### config.mk
export PLATFORM = sky130hd
export DESIGN_NAME = link_fault_injector_unit
export DESIGN_NICKNAME = d
export VERILOG_FILES = /design/src/rtl/core/lfi_pkg.sv /design/src/rtl/core/lfi_divider.sv /design/src/rtl/core/link_fault_injector_unit.sv
export SDC_FILE = /design/constraint.sdc
export NUM_CORES = 2
export LEC_CHECK = 0
export ABC_AREA = 1
export BUFFER_PORTS_ARGS = -buffer_cell sky130_fd_sc_hd__buf_2
export CAP_MARGIN = 25
export CORE_UTILIZATION = 30
export CTS_CLUSTER_DIAMETER = 40
export DETAILED_ROUTE_END_ITERATION = 12
export GPL_TIMING_DRIVEN = 0
export PLACE_DENSITY_LB_ADDON = 0.05
export SYNTH_ARGS = -nofsm -noshare
export SYNTH_HDL_FRONTEND = slang
export SYNTH_SLANG_ARGS = --single-unit
### constraint.sdc
create_clock -name clk -period 7.7 [get_ports clk]
set_input_delay 0.385 -clock clk [delete_from_list [all_inputs] [get_ports clk]]
set_output_delay 0.385 -clock clk [all_outputs]
set_load 0.005 [all_outputs]
### src/rtl/core/lfi_pkg.sv
// ---------------------------------------------------------------------------
// lfi_pkg
// Shared types and constants for the link fault injector.
// ---------------------------------------------------------------------------
package lfi_pkg;

  localparam int unsigned MaxDurationUnits = 600;
  localparam logic [31:0] TicksPerUnitReset = 32'd10000000;

  typedef enum logic [2:0] {
    REQ_SET   = 3'd0,
    REQ_CLEAR = 3'd1,
    REQ_TICK  = 3'd2,
    REQ_QUERY = 3'd3,
    REQ_TAKE  = 3'd4,
    REQ_READ  = 3'd5
  } req_t;

  localparam logic [1:0] MODE_OFF    = 2'd0;
  localparam logic [1:0] MODE_DROP   = 2'd1;
  localparam logic [1:0] MODE_BYPASS = 2'd2;
  localparam logic [1:0] DIR_BOTH    = 2'd0;
  localparam logic [1:0] DIR_FWD     = 2'd1;
  localparam logic [1:0] DIR_REV     = 2'd2;

  localparam logic [3:0] ST_APPLIED  = 4'd0;
  localparam logic [3:0] ST_REJECTED = 4'd1;
  localparam logic [3:0] ST_REASON   = 4'd2;
  localparam logic [3:0] ST_DUP      = 4'd3;
  localparam logic [3:0] ST_CLEARS   = 4'd4;
  localparam logic [3:0] ST_TIMEOUTS = 4'd5;
  localparam logic [3:0] ST_DROPPED  = 4'd6;
  localparam logic [3:0] ST_FWD      = 4'd7;
  localparam logic [3:0] ST_REV      = 4'd8;
  localparam logic [3:0] ST_DUR_MS   = 4'd9;

  typedef struct packed {
    logic [2:0]  req_type;
    logic [1:0]  fault_mode;
    logic [1:0]  direction;
    logic [9:0]  duration_units;
    logic [1:0]  bridge_mode;
    logic [31:0] timer_now;
    logic        take_select;
    logic [3:0]  stat_index;
  } in_word_t;

  typedef struct packed {
    logic        ok;
    logic        fault_active;
    logic        bypass_active;
    logic        owns_selector;
    logic [9:0]  units_left;
    logic [31:0] stat_value;
  } out_word_t;

  typedef enum logic [2:0] {
    S_IDLE, S_DIV, S_TICK, S_MUL, S_OUT
  } state_t;

  typedef struct packed {
    logic        start;
    logic [31:0] dividend;
    logic [31:0] divisor;
  } div_req_t;

  typedef struct packed {
    logic        done;
    logic [31:0] quot;
    logic [31:0] rem;
  } div_rsp_t;

endpackage

### src/rtl/core/lfi_divider.sv
// ---------------------------------------------------------------------------
// lfi_divider
// Restoring radix-2 divider, one quotient bit per cycle.
// ---------------------------------------------------------------------------
module lfi_divider (
  input  logic              clk,
  input  logic              rst_n,
  input  lfi_pkg::div_req_t req,
  output lfi_pkg::div_rsp_t rsp
);
  import lfi_pkg::*;

  logic [31:0] quot_r, quot_nxt;
  logic [31:0] rem_r, rem_nxt;
  logic [31:0] dvs_r, dvs_nxt;
  logic [5:0]  cnt_r, cnt_nxt;
  logic        busy_r, busy_nxt;
  logic        done_r, done_nxt;
  logic [32:0] trial;

  always_comb begin
    quot_nxt = quot_r;
    rem_nxt  = rem_r;
    dvs_nxt  = dvs_r;
    cnt_nxt  = cnt_r;
    busy_nxt = busy_r;
    done_nxt = 1'b0;
    trial    = {rem_r, quot_r[31]} - {1'b0, dvs_r};
    if (req.start) begin
      quot_nxt = req.dividend;
      rem_nxt  = '0;
      dvs_nxt  = req.divisor;
      cnt_nxt  = '0;
      busy_nxt = 1'b1;
    end else if (busy_r) begin
      if (!trial[32]) begin
        rem_nxt  = trial[31:0];
        quot_nxt = {quot_r[30:0], 1'b1};
      end else begin
        rem_nxt  = {rem_r[30:0], quot_r[31]};
        quot_nxt = {quot_r[30:0], 1'b0};
      end
      cnt_nxt = cnt_r + 6'd1;
      if (cnt_r == 6'd31) begin
        busy_nxt = 1'b0;
        done_nxt = 1'b1;
      end
    end
  end

  always_ff @(posedge clk) begin
    if (!rst_n) begin
      busy_r <= 1'b0;
      done_r <= 1'b0;
      cnt_r  <= '0;
    end else begin
      busy_r <= busy_nxt;
      done_r <= done_nxt;
      cnt_r  <= cnt_nxt;
    end
    quot_r <= quot_nxt;
    rem_r  <= rem_nxt;
    dvs_r  <= dvs_nxt;
  end

  assign rsp.done = done_r;
  assign rsp.quot = quot_r;
  assign rsp.rem  = rem_r;
endmodule

### src/rtl/core/link_fault_injector_unit.sv
// ---------------------------------------------------------------------------
// link_fault_injector_unit
// Fault injector for a two-way byte bridge: set, clear, tick, query, take, stats.
// ---------------------------------------------------------------------------
// channel | direction | handshake     | payload
// in_     | input     | valid / stall | lfi_pkg::in_word_t
// out_    | output    | valid / stall | lfi_pkg::out_word_t
// cfg_    | input     | valid / ready | ticks_per_unit, 32 bits
//
// A tick that counts down runs through S_DIV, S_TICK (waiting for the 32-step
// divider) and S_OUT; a read of duration_ms passes through the multiply step
// S_MUL, others go from S_DIV to S_OUT. The next word is taken back in S_IDLE.
// Synchronous active-low reset clears control state and counters and loads tpu_r.
// in_stall is high while a word is in work; a stalled result holds the last step.
module link_fault_injector_unit (
  input  logic               clk,
  input  logic               rst_n,
  input  logic               in_valid,
  output logic               in_stall,
  input  lfi_pkg::in_word_t  in_data,
  output logic               out_valid,
  input  logic               out_stall,
  output lfi_pkg::out_word_t out_data,
  input  logic               cfg_valid,
  output logic               cfg_ready,
  input  logic [31:0]        cfg_data
);
  import lfi_pkg::*;

  state_t      state_r, state_nxt;
  in_word_t    req_r, req_nxt;
  out_word_t   res_r, res_nxt;
  out_word_t   wrk_r, wrk_nxt;
  logic [31:0] tpu_r;
  logic        act_r, act_nxt;
  logic [1:0]  mode_r, mode_nxt, dir_r, dir_nxt, bm_r, bm_nxt;
  logic [9:0]  sdur_r, sdur_nxt, rem_r, rem_nxt;
  logic [31:0] last_r, last_nxt, part_r, part_nxt;
  logic        bexp_r, bexp_nxt, sexp_r, sexp_nxt;
  logic [25:0] reason_r, reason_nxt;
  logic [31:0] cnt_r [8];
  logic [31:0] cnt_nxt [8];
  logic [31:0] mul_r, mul_nxt;
  logic        out_valid_r, out_valid_nxt;
  div_req_t    dreq;
  div_rsp_t    drsp;
  logic        bad, dup, byp;
  logic [32:0] psum;
  logic [32:0] elapsed;

  lfi_divider u_div (.clk(clk), .rst_n(rst_n), .req(dreq), .rsp(drsp));

  assign in_stall  = (state_r != S_IDLE);
  assign cfg_ready = 1'b1;
  assign out_valid = out_valid_r;
  assign out_data  = res_r;

  always_comb begin
    state_nxt = state_r; req_nxt = req_r; res_nxt = res_r; wrk_nxt = wrk_r;
    act_nxt = act_r; mode_nxt = mode_r; dir_nxt = dir_r; bm_nxt = bm_r;
    sdur_nxt = sdur_r; rem_nxt = rem_r; last_nxt = last_r; part_nxt = part_r;
    bexp_nxt = bexp_r; sexp_nxt = sexp_r; reason_nxt = reason_r;
    for (int i = 0; i < 8; i++) cnt_nxt[i] = cnt_r[i];
    mul_nxt = mul_r;
    out_valid_nxt = out_valid_r && out_stall;
    dreq = '0;
    dreq.dividend = req_r.timer_now - last_r;
    dreq.divisor  = tpu_r;
    bad = !(req_r.fault_mode == MODE_DROP || req_r.fault_mode == MODE_BYPASS) ||
          req_r.direction > DIR_REV || {22'd0, req_r.duration_units} > MaxDurationUnits ||
          req_r.bridge_mode > 2'd2;
    dup = act_r && mode_r == req_r.fault_mode && dir_r == req_r.direction &&
          bm_r == req_r.bridge_mode && sdur_r == req_r.duration_units;
    psum = {1'b0, part_r} + {1'b0, drsp.rem};
    elapsed = {1'b0, drsp.quot};
    byp = 1'b0;
    case (state_r)
      S_IDLE: begin
        if (in_valid) begin
          req_nxt = in_data;
          state_nxt = S_DIV;
        end
      end
      S_DIV: begin
        wrk_nxt = '0;
        state_nxt = S_OUT;
        case (req_r.req_type)
          REQ_SET: begin
            if (bad) begin
              cnt_nxt[1] = cnt_r[1] + 32'd1;
              reason_nxt = {8'd0, req_r.fault_mode, 16'd0} |
                           {16'd0, req_r.direction, 8'd0} | {16'd0, req_r.duration_units};
            end else begin
              wrk_nxt.ok = 1'b1;
              cnt_nxt[0] = cnt_r[0] + 32'd1;
              if (dup) cnt_nxt[2] = cnt_r[2] + 32'd1;
              else begin
                mode_nxt = req_r.fault_mode; dir_nxt = req_r.direction;
                bm_nxt = req_r.bridge_mode; sdur_nxt = req_r.duration_units;
                rem_nxt = req_r.duration_units; last_nxt = req_r.timer_now;
                part_nxt = '0; bexp_nxt = 1'b0; sexp_nxt = 1'b0; act_nxt = 1'b1;
              end
            end
          end
          REQ_CLEAR: begin
            act_nxt = 1'b0; mode_nxt = MODE_OFF; dir_nxt = DIR_BOTH; bm_nxt = '0;
            rem_nxt = '0; sdur_nxt = '0; last_nxt = req_r.timer_now; part_nxt = '0;
            cnt_nxt[3] = cnt_r[3] + 32'd1;
          end
          REQ_TICK: begin
            if (act_r && sdur_r != '0 && tpu_r != '0) begin
              dreq.start = 1'b1;
              state_nxt = S_TICK;
            end
          end
          REQ_QUERY: begin
            if (act_r && mode_r == MODE_DROP &&
                (dir_r == DIR_BOTH || dir_r == req_r.direction)) begin
              wrk_nxt.ok = 1'b1;
              cnt_nxt[5] = cnt_r[5] + 32'd1;
              if (req_r.direction == DIR_FWD) cnt_nxt[6] = cnt_r[6] + 32'd1;
              else cnt_nxt[7] = cnt_r[7] + 32'd1;
            end
          end
          REQ_TAKE: begin
            if (!req_r.take_select) begin
              wrk_nxt.ok = bexp_r; bexp_nxt = 1'b0;
            end else begin
              wrk_nxt.ok = sexp_r; sexp_nxt = 1'b0;
            end
          end
          REQ_READ: begin
            case (req_r.stat_index)
              ST_APPLIED:  wrk_nxt.stat_value = cnt_r[0];
              ST_REJECTED: wrk_nxt.stat_value = cnt_r[1];
              ST_REASON:   wrk_nxt.stat_value = {6'd0, reason_r};
              ST_DUP:      wrk_nxt.stat_value = cnt_r[2];
              ST_CLEARS:   wrk_nxt.stat_value = cnt_r[3];
              ST_TIMEOUTS: wrk_nxt.stat_value = cnt_r[4];
              ST_DROPPED:  wrk_nxt.stat_value = cnt_r[5];
              ST_FWD:      wrk_nxt.stat_value = cnt_r[6];
              ST_REV:      wrk_nxt.stat_value = cnt_r[7];
              ST_DUR_MS: begin
                mul_nxt = {22'd0, sdur_r} * 32'd100;
                state_nxt = S_MUL;
              end
              default:     wrk_nxt.stat_value = '0;
            endcase
          end
          default: ;
        endcase
      end
      S_MUL: begin
        wrk_nxt.stat_value = mul_r;
        state_nxt = S_OUT;
      end
      S_TICK: begin
        if (drsp.done) begin
          last_nxt = req_r.timer_now;
          if (psum >= {1'b0, tpu_r}) begin
            elapsed = elapsed + 33'd1;
            part_nxt = 32'(psum - {1'b0, tpu_r});
          end else part_nxt = psum[31:0];
          if ({23'd0, rem_r} > elapsed) rem_nxt = rem_r - elapsed[9:0];
          else rem_nxt = '0;
          if (rem_nxt == '0) begin
            cnt_nxt[4] = cnt_r[4] + 32'd1;
            cnt_nxt[3] = cnt_r[3] + 32'd1;
            act_nxt = 1'b0; mode_nxt = MODE_OFF; dir_nxt = DIR_BOTH; bm_nxt = '0;
            sdur_nxt = '0; part_nxt = '0;
            if (mode_r == MODE_BYPASS) begin
              bexp_nxt = 1'b1;
              sexp_nxt = (bm_r == 2'd0);
            end
          end
          state_nxt = S_OUT;
        end
      end
      S_OUT: begin
        if (!out_valid_r || !out_stall) begin
          byp = act_r && mode_r == MODE_BYPASS;
          res_nxt = wrk_r;
          res_nxt.fault_active = act_r;
          res_nxt.bypass_active = byp;
          res_nxt.owns_selector = byp && bm_r == 2'd0;
          res_nxt.units_left = rem_r;
          out_valid_nxt = 1'b1;
          state_nxt = S_IDLE;
        end
      end
      default: state_nxt = S_IDLE;
    endcase
  end

  always_ff @(posedge clk) begin
    if (!rst_n) begin
      state_r <= S_IDLE; out_valid_r <= 1'b0; tpu_r <= TicksPerUnitReset;
      act_r <= 1'b0; mode_r <= MODE_OFF; dir_r <= DIR_BOTH; bm_r <= '0;
      sdur_r <= '0; rem_r <= '0; last_r <= '0; part_r <= '0;
      bexp_r <= 1'b0; sexp_r <= 1'b0; reason_r <= '0;
      for (int i = 0; i < 8; i++) cnt_r[i] <= '0;
    end else begin
      state_r <= state_nxt; out_valid_r <= out_valid_nxt;
      if (cfg_valid) tpu_r <= cfg_data;
      act_r <= act_nxt; mode_r <= mode_nxt; dir_r <= dir_nxt; bm_r <= bm_nxt;
      sdur_r <= sdur_nxt; rem_r <= rem_nxt; last_r <= last_nxt; part_r <= part_nxt;
      bexp_r <= bexp_nxt; sexp_r <= sexp_nxt; reason_r <= reason_nxt;
      for (int i = 0; i < 8; i++) cnt_r[i] <= cnt_nxt[i];
    end
    req_r <= req_nxt;
    res_r <= res_nxt;
    wrk_r <= wrk_nxt;
    mul_r <= mul_nxt;
  end

  a_idle_ok: assert property (@(posedge clk) disable iff (!rst_n)
    (in_valid && !in_stall) |=> (state_r == S_DIV))
    else $error("accepted word did not start processing");
  a_inactive_zero: assert property (@(posedge clk) disable iff (!rst_n)
    !act_r |-> (rem_r == '0))
    else $error("units left while inactive");
  a_out_hold: assert property (@(posedge clk) disable iff (!rst_n)
    (out_valid && out_stall) |=> (out_valid && $stable(out_data)))
    else $error("stalled result changed");
endmodule
# Word level (Yosys, flattened, before mapping)
# Memories as Yosys holds them, arrays and structs flattened.
# Cells that the tools add are included.
[classes] n_lt_le_gt_ge=5 shift=0 mul=1 n_eq_ne=39 bitwise_logic=12 n_mux=113 n_addsub=15 reduce_logical=43 div=0
[op_table] op="two-way mux 32 bit" count=28
[op_table] op="two-way mux 96 bit" count=5
[op_table] op="one-hot mux 32 bit (2 select lines)" count=6
[op_table] op="one-hot mux 32 bit (9 select lines)" count=1
[op_table] op="adder 32 x 1 -> 32 bit, second input constant" count=8
[op_table] op="two-way mux 64 bit" count=2
[op_table] op="two-way mux 33 bit" count=3
[op_table] op="two-way mux 10 bit" count=8
[op_table] op="subtractor 32 bit" count=2
[op_table] op="one-hot mux 10 bit (2 select lines)" count=3
[op_table] op="bitwise OR 18 x 10 -> 18 bit" count=2
[op_table] op="adder 32 x 1 -> 33 bit, second input constant" count=1
[op_table] op="adder 32 x 32 -> 33 bit" count=1
[op_table] op="greater-or-equal comparator 33 x 32 -> 1 bit" count=1
[op_table] op="> comparator 10 x 33 -> 1 bit" count=1
[op_table] op="subtractor 33 x 32 -> 33 bit" count=1
[op_table] op="nonzero test 32 bit" count=1
[op_table] op="two-way mux 1 bit" count=29
[op_table] op="one-hot mux 2 bit (2 select lines)" count=6
[op_table] op="equality test 4 x 3 -> 1 bit, second input constant" count=4
[op_table] op="two-way mux 2 bit" count=8
[op_table] op="AND reduction 8 bit" count=2
[op_table] op="multiplier 10 x 5 -> 15 bit, second input constant" count=1
[op_table] op="two-way mux 3 bit" count=5
[op_table] op="other kinds (41)" count=99
[totals] ff_bits=409 out_inout_bits=49 mem_bits_ro=0 memories=1 elab_cells=266 mem_bits_rw=256 in_bits=93 latchBits=0
[memory_table] name="cnt_r" depth=8 width=32 read_ports=8 rd_ports_with_merged_regs=0 wr=8 line="link_fault_injector_unit.sv:41" rtl="logic [31:0] cnt_r [8];"

# Longest topological paths before layout
[depth] word_depth=14 mapped_depth=57

# Modules after synthesis
# A second synthesis with hierarchy kept.
[unflattened] hier_cells=5414 area_unflattened_um2=39150.0
[by_module_without_submodules] mod="link_fault_injector_unit" area_each_um2=32192.1 cells_per_inst=4377 n_inst=1
[by_module_without_submodules] mod="lfi_divider" area_each_um2=6957.9 cells_per_inst=1037 n_inst=1

# Worst setup path before layout
# OpenSTA, ideal clock, no wires.
[synth_path] path_type="register to register" from="register u_div.rem_r[2]" to="memory cnt_r[3][20], in the netlist cnt_r[0][116]" setup_ns=0.064 slack_ns=0.687 stages_incl_launch_ff=50 arrival_time_ns=6.949 synth_period_minus_slack_ns=7.013 cell_sequence="dfxtp_1 > ha_1 > nand3_1 > nand2_1 > nand4_1 > o211ai_1 > a21oi_1 > o21ai_0 > a21oi_1 > o21ai_0 > nand2_1 > nand2_1 > nand2_1 > nand2_1 > nand2_1 > nand2_1 > a21oi_1 > or2_2 > [14 not listed] > buf_1 > xor2_1 > ha_1 > fa_1 > o21ai_0 > nand3_1 > nand2_1 > xor2_1 > inv_1 > o41ai_2 > nand3_4 > nand2_2 > buf_6 > buf_6 > nand3_1 > nand2_1 > clkinv_1 > nor2_1"
[synth_rtl] item="start, declared" line="lfi_divider.sv:14" rtl="logic [31:0] rem_r, rem_nxt;"
[synth_rtl] item="start signal, assigned" line="lfi_divider.sv:62" rtl="rem_r <= rem_nxt;"
[synth_rtl] item="end, declared" line="link_fault_injector_unit.sv:41"

# Worst setup path after layout
[layout_path] from="register u_div.rem_r[0]" to="register part_r[29]"
[layout_via] elab_chain_len=13
[layout_lines] item="adder 32 x 32 -> 33 bit (*)" line="link_fault_injector_unit.sv:74" rtl="psum = {1'b0, part_r} + {1'b0, drsp.rem};"
[layout_lines] item="greater-or-equal comparator 33 x 32 -> 1 bit" line="link_fault_injector_unit.sv:160" rtl="if (psum >= {1'b0, tpu_r}) begin"
[layout_lines] item="two-way mux 33 bit" line="link_fault_injector_unit.sv:160"
[layout_lines] item="two-way mux 33 bit" line="link_fault_injector_unit.sv:158" rtl="if (drsp.done) begin"
[layout_lines] item="two-way mux 33 bit" line="link_fault_injector_unit.sv:77" rtl="case (state_r)"
[layout_lines] item="> comparator 10 x 33 -> 1 bit / subtractor 10 bit (equally long branches)" line="link_fault_injector_unit.sv:164" rtl="if ({23'd0, rem_r} > elapsed) rem_nxt = rem_r - elapsed[9:0];"
[layout_lines] item="two-way mux 10 bit" line="link_fault_injector_unit.sv:164"
[layout_lines] item="two-way mux 10 bit" line="link_fault_injector_unit.sv:158"
[layout_lines] item="two-way mux 10 bit" line="link_fault_injector_unit.sv:77"
[layout_lines] item="zero test 10 bit" line="link_fault_injector_unit.sv:166" rtl="if (rem_nxt == '0) begin"
[layout_lines] item="two-way mux 32 bit (*)" line="link_fault_injector_unit.sv:166"
[layout_lines] item="two-way mux 32 bit (*)" line="link_fault_injector_unit.sv:158"
[layout_lines] item="one-hot mux 32 bit (2 select lines) (*)" line="link_fault_injector_unit.sv:77"
[layout_lines] item="end signal, assigned" line="link_fault_injector_unit.sv:206" rtl="sdur_r <= sdur_nxt; rem_r <= rem_nxt; last_r <= last_nxt; part_r <= part_nxt;"
[layout_lines] item="end, declared" line="link_fault_injector_unit.sv:38" rtl="logic [31:0] last_r, last_nxt, part_r, part_nxt;"
# Mark *: on every way between the ends. The rest lies on a longest branch, timed or not. The select of a mux whose other input is x is not followed.
# A chain may end at the register's enable or synchronous reset.

==> run_results.csv <==
group,metric,value,unit
status,outcome,"completed",
critical_path,crit_fanout,6,
route,finalWirelength,154900,µm
logic_synthesis,seq_area_frac_synth,39.39,%
critical_path,critical_path.most_common_cell,"nand2_1",
pwr,power,13.75,mW
global_routing,grt_max_degree,33,
logic_synthesis,ys_ff_latch,651,
pwr,leakage,18.62,nW
die,initial_core_util,30.21,%
global_routing,track_usage,23.43,%
clock_network,cts_made_buffers,138,
critical_path,critPathSlowestCell,"dfxtp_4",
worst_hold_path,hp-class,"primary input to flip-flop",
finish,final_cells,7397,
critical_path,arrival,7.91,ns
clock_network,clock_latency,0.76,ns
logic_synthesis,ys_warn_count,0,
route,ant_nets,0,
timing,setup_viol,0,
finish,final_cell_mix,"nand2_1, inv_1, nor2_1, a21oi_1, dfxtp_1",
timing,final-hold-violation-count,0,
logic_synthesis,dominantRegCellSynth,"dfxtp_1",
critical_path,cp-end-kind,"flip-flop",
route,drt_iter0_markers,2815,
die,dieArea,129900,µm²
route,post_drt_wl_per_cell,20.94,µm
global_routing,grt_first_pass_wirelength,229800,µm
finish,area_growth,24.15,%
global_routing,grt_pass1_vias,35760,
critical_path,required,8.37,ns
logic_synthesis,yosysUniqueCellTypes,69,
clock_network,cts.sinks,651,
timing,fin_worst_skew,0.03844,ns
clock_network,cts_buffer_depth,3,
logic_synthesis,mappedNetlistArea,38530,µm²
finish,layout.nets,5910,
flow_run,cap_violations,0,
logic_synthesis,postSynthAreaPerCell,7.392,µm²
route,dr.pass1.iters,7,
logic_synthesis,synth_edf_count,214,
critical_path,critical-path-max-stage-delay,0.36,ns
clock_network,cts_max_level,4,
critical_path,crit_type,"flip-flop to flip-flop",
timing,maxSlewViolCount,0,
clock_network,cts_root_buf,"clkbuf_16",
pwr,p_per_area,287.4,nW/µm²
route,num_vias,37200,
placement,dp.cells,7028,
pwr,ir_drop,0.2297,mV
route,route.detailed.drc,0,
die,die_x,360.4,µm
timing,fin_crit_sh,94.02,%
timing,fmax,138.1,MHz
timing,slew_headroom,24.43,%
die,core.rowCount,131,
finish,layout_commonest_cell,"nand2_1",
finish,drive_above_1_share,9.908,%
global_routing,antenna_found_initial,8,
finish,fillCellCount,13680,
global_routing,grt_overflow,0,
logic_synthesis,synth-async-reset-ratio,0,%
die,fp.dieH,360.4,µm
logic_synthesis,syn_nets,5502,
placement,place.gp.congestion,0.9096,
critical_path,start_kind,"flip-flop",
clock_network,clk_pin_slew_worst_paths,0.05,ns
clock_network,cts_tree,"done",
finish,multi_input_area,20190,µm²
timing,tightest_slew,1.134,ns
die,io_pins,142,
finish,regArea,15190,µm²
logic_synthesis,netlist_instances,5212,
timing,period_minus_slack,7.240,ns
placement,hpwlAfterDp,121700,µm
route,avgViaCountPerCell,5.029,
placement,port_buffers,138,
die,coreArea,127500,µm²
==> timing repair <==
item                                    4_1_cts  5_1_grt
gates resized for setup                      56       49
gates cloned                                  1        1
buffers inserted                             16       13
hold endpoints to repair                     84        0
pin swaps                                    19       19
endpoints found under the setup margin      125      125
hold buffers                                 83        0
==> report_power, final <==
part           total [mW]  leakage, nW  switching (mW)  internal [mW]
Sequential           4.04         5.54           0.226           3.81
Clock                6.04         2.27            2.09           3.95
Combinational        3.67         10.8            2.39           1.28
==> metrics by stage <==
step,utilization (%),cell area [µm²],setup WS (ns),hold WS [ns],setup TNS (ns)
final,37.51,47830,0.4603,0.1068,0
after global routing,37.51,47830,-0.01128,0.1123,-0.03057
after CTS,37.22,47470,0.01125,0.04504,0
after detailed placement,32.61,41580,-2.160,0.4054,-235.07
after global placement,32.38,41300,-2.188,0.4031,-234.15
after floorplan,-,38530,0.6874,0.4003,0
==> path summary, 6_finish.rpt <==
| kind | startpoint | end | slack [ns] | cells after the start |
|---|---|---|---|---|
| min reg2reg | wrk_r[18]$_SDFFCE_PP0P_ | out_data[18]$_DFFE_PP_ | 0.42 | 0 |
| max reg2reg | u_div.rem_r[0]$_SDFFE_PP0P_ | part_r[29]$_SDFFE_PN0P_ | 0.46 | 54 |
| max | u_div.rem_r[0]$_SDFFE_PP0P_ | part_r[29]$_SDFFE_PN0P_ | 0.46 | 54 |
| min | cfg_data[17] | tpu_r[17]$_SDFFE_PN0P_ | 0.11 | 3 |
==> routing by layer <==
| layer | up-vias | part of all wire [%] | track usage [%] |
|---|---|---|---|
| li1 | 18490 | - | - |
| met5 | - | 0 | 0 |
| met1 | 17600 | 50 | 34.37 |
| met3 | 184 | 5.1 | 3.600 |
| met2 | 936 | 43 | 35.35 |
| met4 | 0 | 2.1 | 6.275 |
==> cell usage after synthesis, drive strengths merged, types with 10 or more instances <==
| library cell | number | share of area (%) |
|---|---|---|
| nor3b | 20 | 0.39 |
| dfxtp | 437 | 23 |
| buf | 40 | 0.63 |
| nand2 | 994 | 9.8 |
| o22ai | 64 | 1.0 |
| ha | 187 | 6.1 |
| edfxtp | 214 | 17 |
| nor4 | 79 | 1.3 |
| o2111ai | 17 | 0.39 |
| nand4 | 128 | 2.1 |
| clkinv | 12 | 0.12 |
| a221oi | 24 | 0.55 |
| nand3 | 206 | 2.8 |
| inv | 736 | 7.2 |
| o21a | 17 | 0.33 |
| nor3 | 180 | 2.4 |
| o21ai | 403 | 5.2 |
| a21oi | 467 | 6.1 |
| xor2 | 135 | 3.1 |
| fa | 10 | 0.52 |
| xnor2 | 71 | 1.6 |
| a31oi | 39 | 0.63 |
| clkbuf | 123 | 1.2 |
| nor2 | 511 | 5.1 |
==> cells by family (layout without fill, tap and decap cells) <==
logic type	Yosys count	after routing	synth area share [%]
flops	651	651	39.39
other cells	1	3	0.009733
xor+xnor	206	206	4.683
fa+ha+maj	197	197	6.593
simple gates	2140	2140	24.31
compound gates	1106	1106	15.89
buf+inv	911	1432	9.126
==> flip-flops by register name (all words and copies together), names as in the netlist, 3 cells and up <==
| signal | count |
|---|---|
| reason_r | 12 |
| wrk_r | 33 |
| u_div.rem_r | 32 |
| last_r | 32 |
| state_r | 3 |
| u_div.dvs_r | 32 |
| sdur_r | 10 |
| req_r | 56 |
| cnt_r | 256 |
| rem_r | 10 |
| part_r | 32 |
| u_div.cnt_r | 6 |
| u_div.quot_r | 32 |
| mul_r | 15 |
| tpu_r | 32 |
| out_data | 46 |
==> final cells by class <==
type / instances / share of cell area [%]
Antenna cell: 2 / 0.01046
Buffer: 161 / 1.622
Clock buffer: 176 / 8.146
Clock inverter: 77 / 1.698
Inverter: 748 / 5.880
Multi-Input combinational cell: 3650 / 42.21
Sequential cell: 651 / 31.76
Tap cell: 1662 / 4.347
Timing Repair Buffer: 270 / 4.319
==> worst max-delay path, delay by kind of cell (launching register included) <==
family,cells,cell delay (ns)
adder cells (fa/ha/maj),4,1.23
buffers and inverters,6,0.76
flip-flops,1,0.36
AND/OR/NAND/NOR,35,3.33
XOR/XNOR,2,0.34
AO/OA/AOI/OAI,7,1.11
Power figures use the tool's default switching activity.
